**src/hw/rtl/strb_pkg.sv**
```systemverilog
`default_nettype none

package strb_pkg;

	localparam int unsigned DATA_W  = 64;
	localparam int unsigned STAMP_W = 16;
	localparam int unsigned CRC_W   = 32;

	localparam logic [STAMP_W-1:0] STAMP_ALL_ONES = 16'hffff;
	localparam logic [STAMP_W-1:0] HALF_WINDOW    = 16'h8000;
	localparam logic [CRC_W-1:0]   CRC_POLY       = 32'hedb88320;

	// Action codes
	localparam logic ACT_SAVE = 1'b0;
	localparam logic ACT_READ = 1'b1;

	// Classified command passed from front to back
	typedef struct packed {
		logic               action;
		logic [STAMP_W-1:0] stamp;
		logic [DATA_W-1:0]  payload;
		logic [CRC_W-1:0]   crc;
	} cmd_t;

	// One byte of the reflected CRC-32
	function automatic logic [CRC_W-1:0] crc_byte(input logic [CRC_W-1:0] c_in,
			input logic [7:0] b);
		logic [CRC_W-1:0] c;
		c = c_in ^ {24'h0, b};
		for (int k = 0; k < 8; k++) begin
			if (c[0]) c = (c >> 1) ^ CRC_POLY;
			else c = c >> 1;
		end
		return c;
	endfunction

	// b is newer than a within half the stamp space
	function automatic logic stamp_newer(input logic [STAMP_W-1:0] a,
			input logic [STAMP_W-1:0] b);
		logic [STAMP_W-1:0] d;
		d = b - a;
		return (d != '0) && (d < HALF_WINDOW);
	endfunction

endpackage

`default_nettype wire

```
**src/hw/rtl/strb_queue.sv**
```systemverilog
`default_nettype none

module strb_queue (
	input  wire            clk,
	input  wire            arst_n,
	input  wire            push,
	input  strb_pkg::cmd_t push_cmd,
	output logic           full,
	input  wire            pop,
	output logic           valid,
	output strb_pkg::cmd_t head
);

	strb_pkg::cmd_t entry_q [2];
	logic           wr_ptr_q;
	logic           rd_ptr_q;
	logic [1:0]     count_q;

	assign full  = (count_q == 2'd2);
	assign valid = (count_q != 2'd0);
	assign head  = entry_q[rd_ptr_q];

	// Advance pointers and occupancy
	always_ff @(posedge clk or negedge arst_n) begin
		if (!arst_n) begin
			wr_ptr_q <= 1'b0;
			rd_ptr_q <= 1'b0;
			count_q  <= 2'd0;
		end else begin
			if (push) wr_ptr_q <= !wr_ptr_q;
			if (pop) rd_ptr_q <= !rd_ptr_q;
			if (push && !pop) count_q <= count_q + 2'd1;
			else if (pop && !push) count_q <= count_q - 2'd1;
		end
	end

	// Hold queued commands
	always_ff @(posedge clk) begin
		if (push) entry_q[wr_ptr_q] <= push_cmd;
	end

endmodule

`default_nettype wire

```
**config.mk**
```make
export PLATFORM = sky130hd
export DESIGN_NAME = strb_queue
export DESIGN_NICKNAME = d
export VERILOG_FILES = /design/src/hw/rtl/strb_pkg.sv /design/src/hw/rtl/strb_queue.sv
export SDC_FILE = /design/constraint.sdc
export NUM_CORES = 1
export LEC_CHECK = 0
export ABC_CLOCK_PERIOD_IN_PS = 8500
export BUFFER_PORTS_ARGS = -buffer_cell sky130_fd_sc_hd__buf_4
export CORE_MARGIN = 2
export CORE_UTILIZATION = 34
export DETAILED_ROUTE_END_ITERATION = 10
export PLACE_DENSITY = 0.61
export REMOVE_ABC_BUFFERS = 1
export SYNTH_ARGS = -nofsm -noshare
export SYNTH_HDL_FRONTEND = slang
export SYNTH_SLANG_ARGS = --single-unit
```
**constraint.sdc**
```tcl
create_clock -name clk -period 8.5 [get_ports clk]
set_input_delay 0.85 -clock clk [delete_from_list [all_inputs] [get_ports clk]]
set_output_delay 0.85 -clock clk [all_outputs]
set_load 0.1 [all_outputs]
```
Word-level counts from Yosys, hierarchy flattened
Memory sizes are Yosys's and may differ from the RTL's.
Cells that the tools add are included.
- memories: 1
- logic and storage cells: 19
- input bits: 117
- register bits after elaboration: 4
- memory bits (writable): 226
- output and inout bits: 115
- multiplexer cells: 4
- equal/unequal tests: 1
- $add $sub $neg: 2
- reduce and logical (&&, ||, !) cells: 8
- memory list (name ; words ; width ; rd ports ; clocked after memory_dff ; write ports ; line ; RTL):
    entry_q ; 2 ; 113 ; 1 ; 0 ; 1 ; strb_queue.sv:14 ; strb_pkg::cmd_t entry_q [2];
- operators with widths (operator ; count):
    1-bit logical NOT ; 4
    2-bit 2-to-1 mux ; 2
    2-bit nonzero test ; 2
    2-bit by 1-bit adder with 2-bit output, second input constant ; 1
    2-bit == test, second input constant ; 1
    1-bit logical AND ; 2
    1-bit 2-to-1 mux ; 2
    2-bit by 1-bit subtractor with 2-bit output, second input constant ; 1

Logic depth before layout (Yosys ltp)
- depth after elaboration: 4
- depth in mapped cells: 5
- gate-level depth less buffers: 5

Least setup slack after synthesis
No wires, ideal clock.
- path type: in2reg
- from: input port push
- to: memory entry_q[0][0] in the netlist's numbering (enable)
- buffers on the path: 0
- stages: 1
- arrival time: 5.757 ns
- setup slack: 2.143 ns
- library setup time: 0.600 ns
- path through: nor2b_1
- word-level cells in the longest chain between the ends: 2
- ends and longest elaborated chain (item ; line ; RTL):
    from (decl) ; strb_queue.sv:6 ; input wire push,
    1-bit 2-to-1 mux ; strb_queue.sv:39 ; if (push) entry_q[wr_ptr_q] <= push_cmd;
    1-bit 2-to-1 mux (implied by the code) ; strb_queue.sv:39 ;
    to (decl) ; strb_queue.sv:14 ;
No other way between the ends.

==> metrics.cfg <==
[clock_network]
cts-root-buf = clkbuf_16
cts_buffer_depth = 3
clk-insertion-delay-late_ns = 0.51
holdBufCountCts = 0
cts_max_level = 1
clk_pin_slew_ns = 0.06
post_cts_resized = 0
numClockSinks = 230
cts_made_buffers = 25
cts_setup_buffers = 0
cts_tree = done

[timing]
worstMarginPinSlew_ns = 1.261
max-slew-margin-rel_pct = 15.91
fin_tns_setup_ns = 0
slew_viol_final = 0
fin_crit_sh_pct = 46.78
hold_violations = 0
skew_ns = 0.01233
max_freq_mhz = 251.5
setup-violations-final = 0
finalCriticalPeriod_ns = 3.976
grt_setup_unrepaired = no

[placement]
place_congestion = 0.6871
dp.final_hpwl_um = 10760
port_buffers = 231

[setup_path]
regToRegStartpoint = wr_ptr_q
critPathKind = register to output port
worstPathArrival_ns = 3.13
rrSetupSlack_ns = 5.84
crit_buf_inv = 2
cp_cell_sequence = buf_4 > mux2_2 > buf_4
cpMostUsedCell = buf_4
worstRegToRegCells = 2
crit_cells = 3
worst-path-max-fanout = 62
critPathTopFamily = buffers and inverters
critPathMaxStageDelay_ns = 0.96
start_kind = register
cp-end-kind = output port
crit_start = rd_ptr_q
critPathSlowestCell = dfrtp_4
cp.required_ns = 7.65
worstReg2RegEnd = entry_q[0][91]
crit_end = head[101]

[die]
design.portCount = 232
dieHeight_um = 163.0
die-area_mm2 = 0.02656
design.core.area_mm2 = 0.02496
rows = 58
die_w_um = 163.0
initial_utilization_pct = 34.42

[detailed_routing]
ant_nets = 0
drtIter0Drc = 156
via_per_inst = 4.363
routedWlPerCell_um = 17.11
wl_um = 16480
dr.pass1.iters = 4
vias = 4202
drc = 0

[synthesis]
syn-instance-count = 368
synth_area_leaders = edfxtp_1 79%, mux2_4 10%, mux2_2 6.9%
synthesis.area_mm2 = 0.008592
synth_area_leader_cell = edfxtp_1
synth-seq-cells = 230
yosysWarnings = 0
synth_top_area_share_pct = 78.99
yosysUniqueCellTypes = 15
synthFlopType = edfxtp_1
async_reset_ff_share_pct = 1.739
synth-seq-area-share_pct = 80.15
avgSynthCellArea_um2 = 23.35
synth_edf_count = 226
synth_common_cells = 226 x edfxtp_1, 60 x mux2_4, 53 x mux2_2
yosysMostFrequentCell = edfxtp_1

[global_route]
grt_pass1_wl_um = 24320
antenna_found_initial = 0
grt_pass1_vias = 4494
grt_overflow_total = 0
grt_start_max_net_pins = 87
track_usage_pct = 11.74

[finish]
final_layout_size_suffix_gt1_share_pct = 61.45
fin_nets = 734
fillers = 2165
diodes = 0
syn2layout_area_growth_pct = 33.81

[run_status]
outcome = finished, final reports clean

[worst_hold_path]
hold_class = input port to asynchronous set/reset pin

[job]
max_cap_viol_count = 0

## final cells by class
cell class / instances / area [um2] / area share (%)
clock buffers: 27 / 633.1 / 5.507
clock inverters: 17 / 207.7 / 1.807
inverters: 1 / 3.754 / 0.03265
multi-input cells: 124 / 1593 / 13.85
flip-flops and latches: 230 / 6890 / 59.93
well taps: 330 / 412.9 / 3.591
repair buffers: 234 / 1757 / 15.28
## placed cells by master, fill, tap and decap left out, types with 2 or more instances in the layout
cell       instances
buf_4            234
bufinv_16          5
clkbuf_1           2
clkbuf_16         25
clkinv_1           4
clkinv_2           7
dfrtp_1            3
edfxtp_1         226
mux2_2            53
mux2_4            60
xor2_1             4
## flip-flops by register name, indices dropped and copies added (netlist names)
name,flops
entry_q,226
rd_ptr_q,1
count_q,2
wr_ptr_q,1
## per-layer routing
metal / vias up / wire length [um] / share of wire, % / track usage (%)
met4: 0 / 488 / 3.0 / 3.620
met2: 151 / 8326 / 51 / 20.72
met3: 34 / 1349 / 8.2 / 3.947
met5: - / 0 / 0 / 0
li1: 1955 / - / - / -
met1: 2062 / 6314 / 38 / 13.48
## how the worst min path moves through the flow
stage / start / to / slack [ns] / cells after the start
2_1_floorplan: count_q[1] / count_q[1] / 0.45 / 1
3_3_place_gp: count_q[1] / count_q[1] / 0.47 / 1
3_5_place_dp: count_q[1] / count_q[1] / 0.48 / 1
4_1_cts: arst_n / rd_ptr_q / 0.10 / 1
5_1_grt: arst_n / count_q[1] / 0.10 / 1
6_report: arst_n / count_q[1] / 0.13 / 1
## metrics by stage
stage          hold WS, ns  std cells  worst slack (ns)  instance area (um2)  utilization [%]
2_1_floorplan       0.4474        355             2.143                 8473                -
3_3_place_gp        0.4665        919             5.046                10660            42.69
3_5_place_dp        0.4823        919             4.998                10660            42.69
4_1_cts             0.1005        963             4.432                11500            46.06
5_1_grt             0.1014        963             4.345                11500            46.06
6_report            0.1274        963             4.524                11500            46.06
## kinds of logic (layout without fill, tap and decap cells)
kind of cell             count (synthesis)  in the layout  share of synthesized area, %
multiplexers                           113            113                         17.43
flip-flops                             230            230                         80.15
XOR/XNOR                                 5              5                        0.5097
buffers and inverters                   14            279                         1.427
adder cells (fa/ha/maj)                  1              1                        0.1456
AND/OR/NAND/NOR                          5              5                        0.3350
Power is left out: the tool's default activity adds up to more than one toggle a clock period on the data nets, which glitch-free logic cannot reach.
