<file path="src/hw/rtl/strb_pkg.sv">
`default_nettype none

package strb_pkg;

	localparam int unsigned DATA_W  = 64;
	localparam int unsigned STAMP_W = 16;
	localparam int unsigned CRC_W   = 32;

	localparam logic [STAMP_W-1:0] STAMP_ALL_ONES = 16'hffff;
	localparam logic [STAMP_W-1:0] HALF_WINDOW    = 16'h8000;
	localparam logic [CRC_W-1:0]   CRC_POLY       = 32'hedb88320;

	// Action codes
	localparam logic ACT_SAVE = 1'b0;
	localparam logic ACT_READ = 1'b1;

	// Classified command passed from front to back
	typedef struct packed {
		logic               action;
		logic [STAMP_W-1:0] stamp;
		logic [DATA_W-1:0]  payload;
		logic [CRC_W-1:0]   crc;
	} cmd_t;

	// One byte of the reflected CRC-32
	function automatic logic [CRC_W-1:0] crc_byte(input logic [CRC_W-1:0] c_in,
			input logic [7:0] b);
		logic [CRC_W-1:0] c;
		c = c_in ^ {24'h0, b};
		for (int k = 0; k < 8; k++) begin
			if (c[0]) c = (c >> 1) ^ CRC_POLY;
			else c = c >> 1;
		end
		return c;
	endfunction

	// b is newer than a within half the stamp space
	function automatic logic stamp_newer(input logic [STAMP_W-1:0] a,
			input logic [STAMP_W-1:0] b);
		logic [STAMP_W-1:0] d;
		d = b - a;
		return (d != '0) && (d < HALF_WINDOW);
	endfunction

endpackage

`default_nettype wire

</file>
<file path="src/hw/rtl/strb_cmd_if.sv">
`default_nettype none

interface strb_cmd_if;
	logic                           valid;
	logic                           ready;
	logic                           action;
	logic [strb_pkg::DATA_W-1:0]    event_payload;
	logic [strb_pkg::CRC_W-1:0]     crc_seed;

	modport source (output valid, output action, output event_payload, output crc_seed,
		input ready);
	modport sink (input valid, input action, input event_payload, input crc_seed,
		output ready);
endinterface

`default_nettype wire

</file>
<file path="src/hw/rtl/strb_front.sv">
`default_nettype none

module strb_front (
	input  wire           clk,
	input  wire           arst_n,
	strb_cmd_if.sink      cmd,
	output logic          push,
	output strb_pkg::cmd_t push_cmd,
	input  wire           full
);

	logic                          valid_s1;
	logic                          action_s1;
	logic [strb_pkg::STAMP_W-1:0]  stamp_s1;
	logic [strb_pkg::DATA_W-1:0]   payload_s1;
	logic [strb_pkg::CRC_W-1:0]    crc_s1;
	logic [strb_pkg::STAMP_W-1:0]  next_stamp_q;
	logic                          accept;

	// Take a word when stage one is empty or moving on
	assign cmd.ready = !valid_s1 || !full;
	assign accept    = cmd.valid && cmd.ready;
	assign push      = valid_s1 && !full;

	// Finish the CRC over the low stamp byte on the way into the queue
	always_comb begin
		push_cmd.action  = action_s1;
		push_cmd.stamp   = stamp_s1;
		push_cmd.payload = payload_s1;
		push_cmd.crc     = ~strb_pkg::crc_byte(crc_s1, stamp_s1[7:0]);
	end

	// Stage-one control and stamp counter
	always_ff @(posedge clk or negedge arst_n) begin
		if (!arst_n) begin
			valid_s1     <= 1'b0;
			next_stamp_q <= '0;
		end else begin
			if (accept) begin
				valid_s1 <= 1'b1;
				if (cmd.action == strb_pkg::ACT_SAVE) next_stamp_q <= next_stamp_q + 1'b1;
			end else if (push) begin
				valid_s1 <= 1'b0;
			end
		end
	end

	// Stage-one payload: stamp the word and run the CRC over the high byte
	always_ff @(posedge clk) begin
		if (accept) begin
			action_s1  <= cmd.action;
			stamp_s1   <= next_stamp_q;
			payload_s1 <= cmd.event_payload;
			crc_s1     <= strb_pkg::crc_byte(~cmd.crc_seed, next_stamp_q[15:8]);
		end
	end

endmodule

`default_nettype wire

</file>
<file path="src/flat_wrapper.sv">
// flat-port wrapper written by rule: the top's interface ports become plain ports
module strb_front_flat 
  (clk, arst_n, push, push_cmd, full, cmd_valid, cmd_action, cmd_event_payload, cmd_crc_seed, cmd_ready);
  strb_cmd_if cmd_i ();
  input  wire clk;
  input  wire arst_n;
  output logic push;
  output strb_pkg::cmd_t push_cmd;
  input  wire full;
  input wire logic [$bits(cmd_i.valid)-1:0] cmd_valid;
  input wire logic [$bits(cmd_i.action)-1:0] cmd_action;
  input wire logic [$bits(cmd_i.event_payload)-1:0] cmd_event_payload;
  input wire logic [$bits(cmd_i.crc_seed)-1:0] cmd_crc_seed;
  output wire logic [$bits(cmd_i.ready)-1:0] cmd_ready;
  assign cmd_i.valid = cmd_valid;
  assign cmd_i.action = cmd_action;
  assign cmd_i.event_payload = cmd_event_payload;
  assign cmd_i.crc_seed = cmd_crc_seed;
  assign cmd_ready = cmd_i.ready;
  strb_front u_core (.clk(clk), .arst_n(arst_n), .cmd(cmd_i), .push(push), .push_cmd(push_cmd), .full(full));
endmodule
</file>
<file path="config.mk">
export PLATFORM = sky130hd
export DESIGN_NAME = strb_front_flat
export DESIGN_NICKNAME = d
export VERILOG_FILES = /design/src/hw/rtl/strb_pkg.sv /design/src/hw/rtl/strb_cmd_if.sv /design/src/hw/rtl/strb_front.sv /design/src/flat_wrapper.sv
export SDC_FILE = /design/constraint.sdc
export NUM_CORES = 1
export LEC_CHECK = 0
export BUFFER_PORTS_ARGS = -buffer_cell sky130_fd_sc_hd__buf_4
export CORE_MARGIN = 8
export CORE_UTILIZATION = 44
export CTS_BUF_LIST = sky130_fd_sc_hd__clkbuf_16
export DETAILED_ROUTE_END_ITERATION = 6
export HOLD_SLACK_MARGIN = 0.06
export PLACE_DENSITY = 0.7
export REMOVE_ABC_BUFFERS = 1
export SYNTH_ARGS = -nofsm -noshare
export SYNTH_HDL_FRONTEND = slang
export SYNTH_SLANG_ARGS = --single-unit
</file>
<file path="constraint.sdc">
create_clock -name clk -period 3.9 [get_ports clk]
set_input_delay 0 -clock clk [delete_from_list [all_inputs] [get_ports clk]]
set_output_delay 0 -clock clk [all_outputs]
set_load 0.01 [all_outputs]
</file>
Word-level counts from Yosys, hierarchy flattened
Index checks and enable logic that the tools add are counted.
{ "totals": {"output_inout_bits": 115, "latchBits": 0, "reg_bits": 130, "mem_count": 0, "ram_bits": 0, "mem_bits_ro": 0, "inputBits": 101, "elab_cells": 61} }
{ "classes": {"eq_ne": 0, "n_shift": 0, "bitwise_logic": 21, "n_addsub": 1, "multipliers": 0, "n_lt_le_gt_ge": 0, "reduce_logical": 7, "div": 0, "mux": 25} }
{ "ops": {"columns": ["operator", "count"], "rows": [
  ["$mux 32", 22],
  ["$not 13->14", 16],
  ["$not 32->32", 2],
  ["$xor 32x8->32", 2],
  ["$mux 31", 1],
  ["$add 16x1->16 const B", 1],
  ["$logic_and 1x1->1", 2],
  ["$logic_not 1->1", 2],
  ["$mux 1", 2],
  ["$reduce_and 2->1", 1],
  ["$reduce_bool 2->1", 1],
  ["$logic_or 1x1->1", 1],
  ["$not 1->1", 1]
]} }

Longest topological paths before layout
{ "depth": {"word_depth": 25, "depth_mapped": 5, "mapped_depth_nobuf": 5} }

Least setup slack after synthesis
OpenSTA, ideal clock, no wires.
{ "synth_path": {"path_kind": "register to register", "start": "register u_core.valid_s1", "end": "register u_core.action_s1 (enable)", "period_less_slack_ns": 3.267, "path_stages_with_launch": 3, "setup_ns": 0.467, "t_arrival_ns": 2.800, "path_buffers": 0, "t_required_ns": 3.433, "slack_ns": 0.633, "path_cell_list": "dfrtp_1 a21bo_2 inv_1"} }
{ "synth_via": {"elab_chain_len": 3} }
{ "synth_lines": {"columns": ["element", "line_no", "rtl"], "rows": [
  ["start: declaration", "strb_front.sv:12", "logic valid_s1;"],
  ["start signal: assignment", "strb_front.sv:36", "valid_s1 <= 1'b0;"],
  ["start signal: assignment", "strb_front.sv:40", "valid_s1 <= 1'b1;"],
  ["start signal: assignment", "strb_front.sv:43", "valid_s1 <= 1'b0;"],
  ["$logic_not 1->1", "strb_front.sv:21", "assign cmd.ready = !valid_s1 || !full;"],
  ["$logic_or 1x1->1", "strb_front.sv:21", null],
  ["$logic_and 1x1->1", "strb_front.sv:22", "assign accept = cmd.valid && cmd.ready;"],
  ["via u_core.accept", "strb_front.sv:18", "logic accept;"],
  ["end signal: assignment", "strb_front.sv:51", "action_s1 <= cmd.action;"],
  ["end: declaration", "strb_front.sv:13", "logic action_s1;"]
]} }
The timed path passes the listed nets, and every way through them passes these cells.
A chain may end at the register's enable or synchronous reset.

==> impl_metrics.toml <==
[run_status]
outcome = "finished clean"

[power_and_ir_drop]
p_per_area_nw_per_um2 = 600
total_leakage_power_nw = 3.68
total_power_mw = 5.40
ir_drop_uv = 314

[detailed_routing]
vias = 3761
antenna_left = 0
drt-initial-drc-count = 214
viasPerCell = 4.53
first_pass_iters = 4
routed_wl_um = 16400
post_drt_wl_per_cell_um = 19.8
drc = 0

[layout]
finalNonFillerCells = 831
finish.utilization_pct = 72.3
nFillCells = 799
area_growth_pct = 61.9
nNetsFinal = 747
layout-drive-gt1-share_pct = 40.4

[clocking]
cts_tree = "done"
cts_setup_buffers = 0
insertion_delay_ns = 0.41
clock-sinks = 130
cts_resized = 0
clkTransAtPathRegs_ns = 0.06
root_buffer = "clkbuf_16"
htree_levels = 4
clock_path_buffers = 2
cts_buffers = 17

[die]
core_um2 = 12500
dieArea_um2 = 16500
core.rowCount = 41
start_util_pct = 44.6
ios = 216
die_h_um = 128
die_w_um = 128

[yosys]
syn_inst = 318
synth.distinct_cells = 26
seq_area_frac_synth_pct = 68.6
ys_warn_count = 0
syn_area_per_cell_um2 = 17.5
ys_async_sr_fraction_pct = 13.1
synth_edf_count = 113
netlist_area_um2 = 5560
ys.flop_type = "edfxtp_1"
synth-seq-cells = 130

[critical_path]
endpoint_kind = "primary output"
rr_endpoint = "u_core.crc_s1[18]"
critical_path_class = "reg -> out"
r2r_start = "u_core.next_stamp_q[9]"
setup.worst_path.start_class = "register"
cp_slowest_cell = "xnor3_2"
crit_chain = "xor2_4, xnor3_2, xnor3_2, xnor2_1, buf_4"
crit_top_cell = "xnor3_2"
max_stage_delay_ns = 0.56
critPathMaxFanout = 8
cp.required_ns = 3.90
r2r_cells = 4
ff2ff_setup_slack_ns = 1.68
arrival_ns = 2.58

[placed_design]
port_buffers = 215
hpwl_um = 11900
place_inst = 706
place_ws_ns = 1.66
gp_routability_congestion = 0.807

[timing]
skew_ns = 0.00912
max_freq_mhz = 387
fin_ws_ns = 1.32
tightest_slew_ns = 0.882
finalHoldViolations = 0
max_slew_margin_pct = 40.8
finalSetupViolCount = 0
fin_crit_ns = 2.58
rsz0062_at_grt = "false"
drv_slew = 0
setup_tns_ns = 0
fin_crit_sh_pct = 66.3

[hold_path]
hold_depth = 3
hp-start = "cmd_crc_seed[22]"
hp-class = "in -> reg"
min_to = "u_core.crc_s1[14]"

[grt]
grt_antenna_before_repair = 0
grt_first_pass_wirelength_um = 24600
grt_overflow = 0
grt_pass1_vias = 4178
grt.total_usage_pct = 20.4
grt_max_degree = 60

[run]
max_cap_viol_count = 0
flip-flops by register name, indices dropped and copies added, names as in the netlist:
name / count
u_core.stamp_s1: 16
u_core.crc_s1: 32
u_core.valid_s1: 1
u_core.next_stamp_q: 16
u_core.action_s1: 1
u_core.payload_s1: 64
stage by stage:
stage	cell area, um^2	hold slack (ns)
2_1_floorplan	5550	-0.296
3_3_place_gp	7420	-0.122
3_5_place_dp	7420	-0.121
4_1_cts	9000	0.0726
5_1_grt	9000	0.122
6_report	9010	0.0871
how the worst max path moves through the flow:
| stage | startpoint | to | slack, ns | cells after the start |
|---|---|---|---|---|
| floorplan | u_core.valid_s1 | u_core.action_s1 | 0.63 | 2 |
| global placement | u_core.next_stamp_q[9] | u_core.crc_s1[18] | 1.76 | 4 |
| detailed placement | u_core.next_stamp_q[9] | u_core.crc_s1[18] | 1.66 | 4 |
| CTS | u_core.stamp_s1[0] | push_cmd[19] | 1.27 | 5 |
| global route | u_core.stamp_s1[0] | push_cmd[19] | 1.20 | 5 |
| finish | u_core.stamp_s1[0] | push_cmd[19] | 1.32 | 5 |
placed cells by master, fill, tap and decap left out, drive strengths merged, types with 2 or more instances in the layout:
cell / synthesis / final
dlygate4sd3: 0 / 92
xor2: 42 / 42
nand4: 3 / 3
nand3: 7 / 7
buf: 1 / 218
xor3: 2 / 2
edfxtp: 113 / 113
nor3: 2 / 2
inv: 2 / 2
clkinv: 0 / 7
and3: 2 / 2
xnor2: 107 / 107
clkinvlp: 0 / 2
clkbuf: 1 / 17
bufinv: 0 / 6
dfrtp: 17 / 17
nand2: 6 / 6
xnor3: 4 / 4
and4: 2 / 2
layout make-up:
type,count,area (um^2),share of cell area (%)
flip-flops and latches,130,3820,42.4
clock buffers,17,425,4.72
repair buffers,310,2570,28.5
inverters,2,10.0,0.111
clock inverters,15,239,2.65
well taps,172,215,2.39
multi-input cells,184,1730,19.2
diodes,1,2.50,0.0278
cells by family (layout without fill, tap and decap cells):
kind of cell	after synthesis	count (layout)	share of synthesized area, %
xor+xnor	155	155	27.9
flops	130	130	68.6
simple gates	26	26	2.50
buf+inv	4	344	0.337
fa+ha+maj	1	1	0.225
compound gates	1	1	0.180
mux	1	1	0.202
other cells	0	1	0
metal layers:
metal,GRT usage [%],part of all wire (%),vias up
met5,0,0,-
met4,10.3,3.1,0
met3,5.13,5.4,36
met2,36.1,53,132
met1,22.4,38,1822
li1,-,-,1771
where the power goes:
part | leakage (nW) | total [mW] | internal, mW | switching (mW)
logic | 2.06 | 1.86 | 0.993 | 0.864
registers | 1.31 | 1.77 | 1.68 | 0.0920
clock network | 0.318 | 1.77 | 1.19 | 0.580
total | 3.68 | 5.40 | 3.87 | 1.54
what timing repair did:
item | in CTS | in global routing
setup endpoints to repair | 0 | 0
endpoints found under the hold margin | 120 | 0
hold buffers | 92 | 0
synthesized netlist by cell type (2+ instances only):
master / n / share of area, %
edfxtp_1: 113 / 61
xnor3_1: 2 / 0.81
xnor2_2: 10 / 2.9
and4_1: 2 / 0.31
xnor2_1: 97 / 15
nand4_1: 3 / 0.34
xor3_1: 2 / 0.85
nand2_1: 6 / 0.40
nand3_1: 7 / 0.63
xnor3_2: 2 / 0.85
and3_1: 2 / 0.22
xor2_2: 2 / 0.58
xor2_1: 39 / 6.1
dfrtp_1: 17 / 7.6
inv_1: 2 / 0.13
nor3_1: 2 / 0.18
worst max-delay path, delay by kind of cell, from the launching register on:
family / cells / cell delay, ns
xor+xnor: 4 / 1.55
flops: 1 / 0.48
buf+inv: 1 / 0.14
No activity file was read; power rests on OpenSTA's default activity.
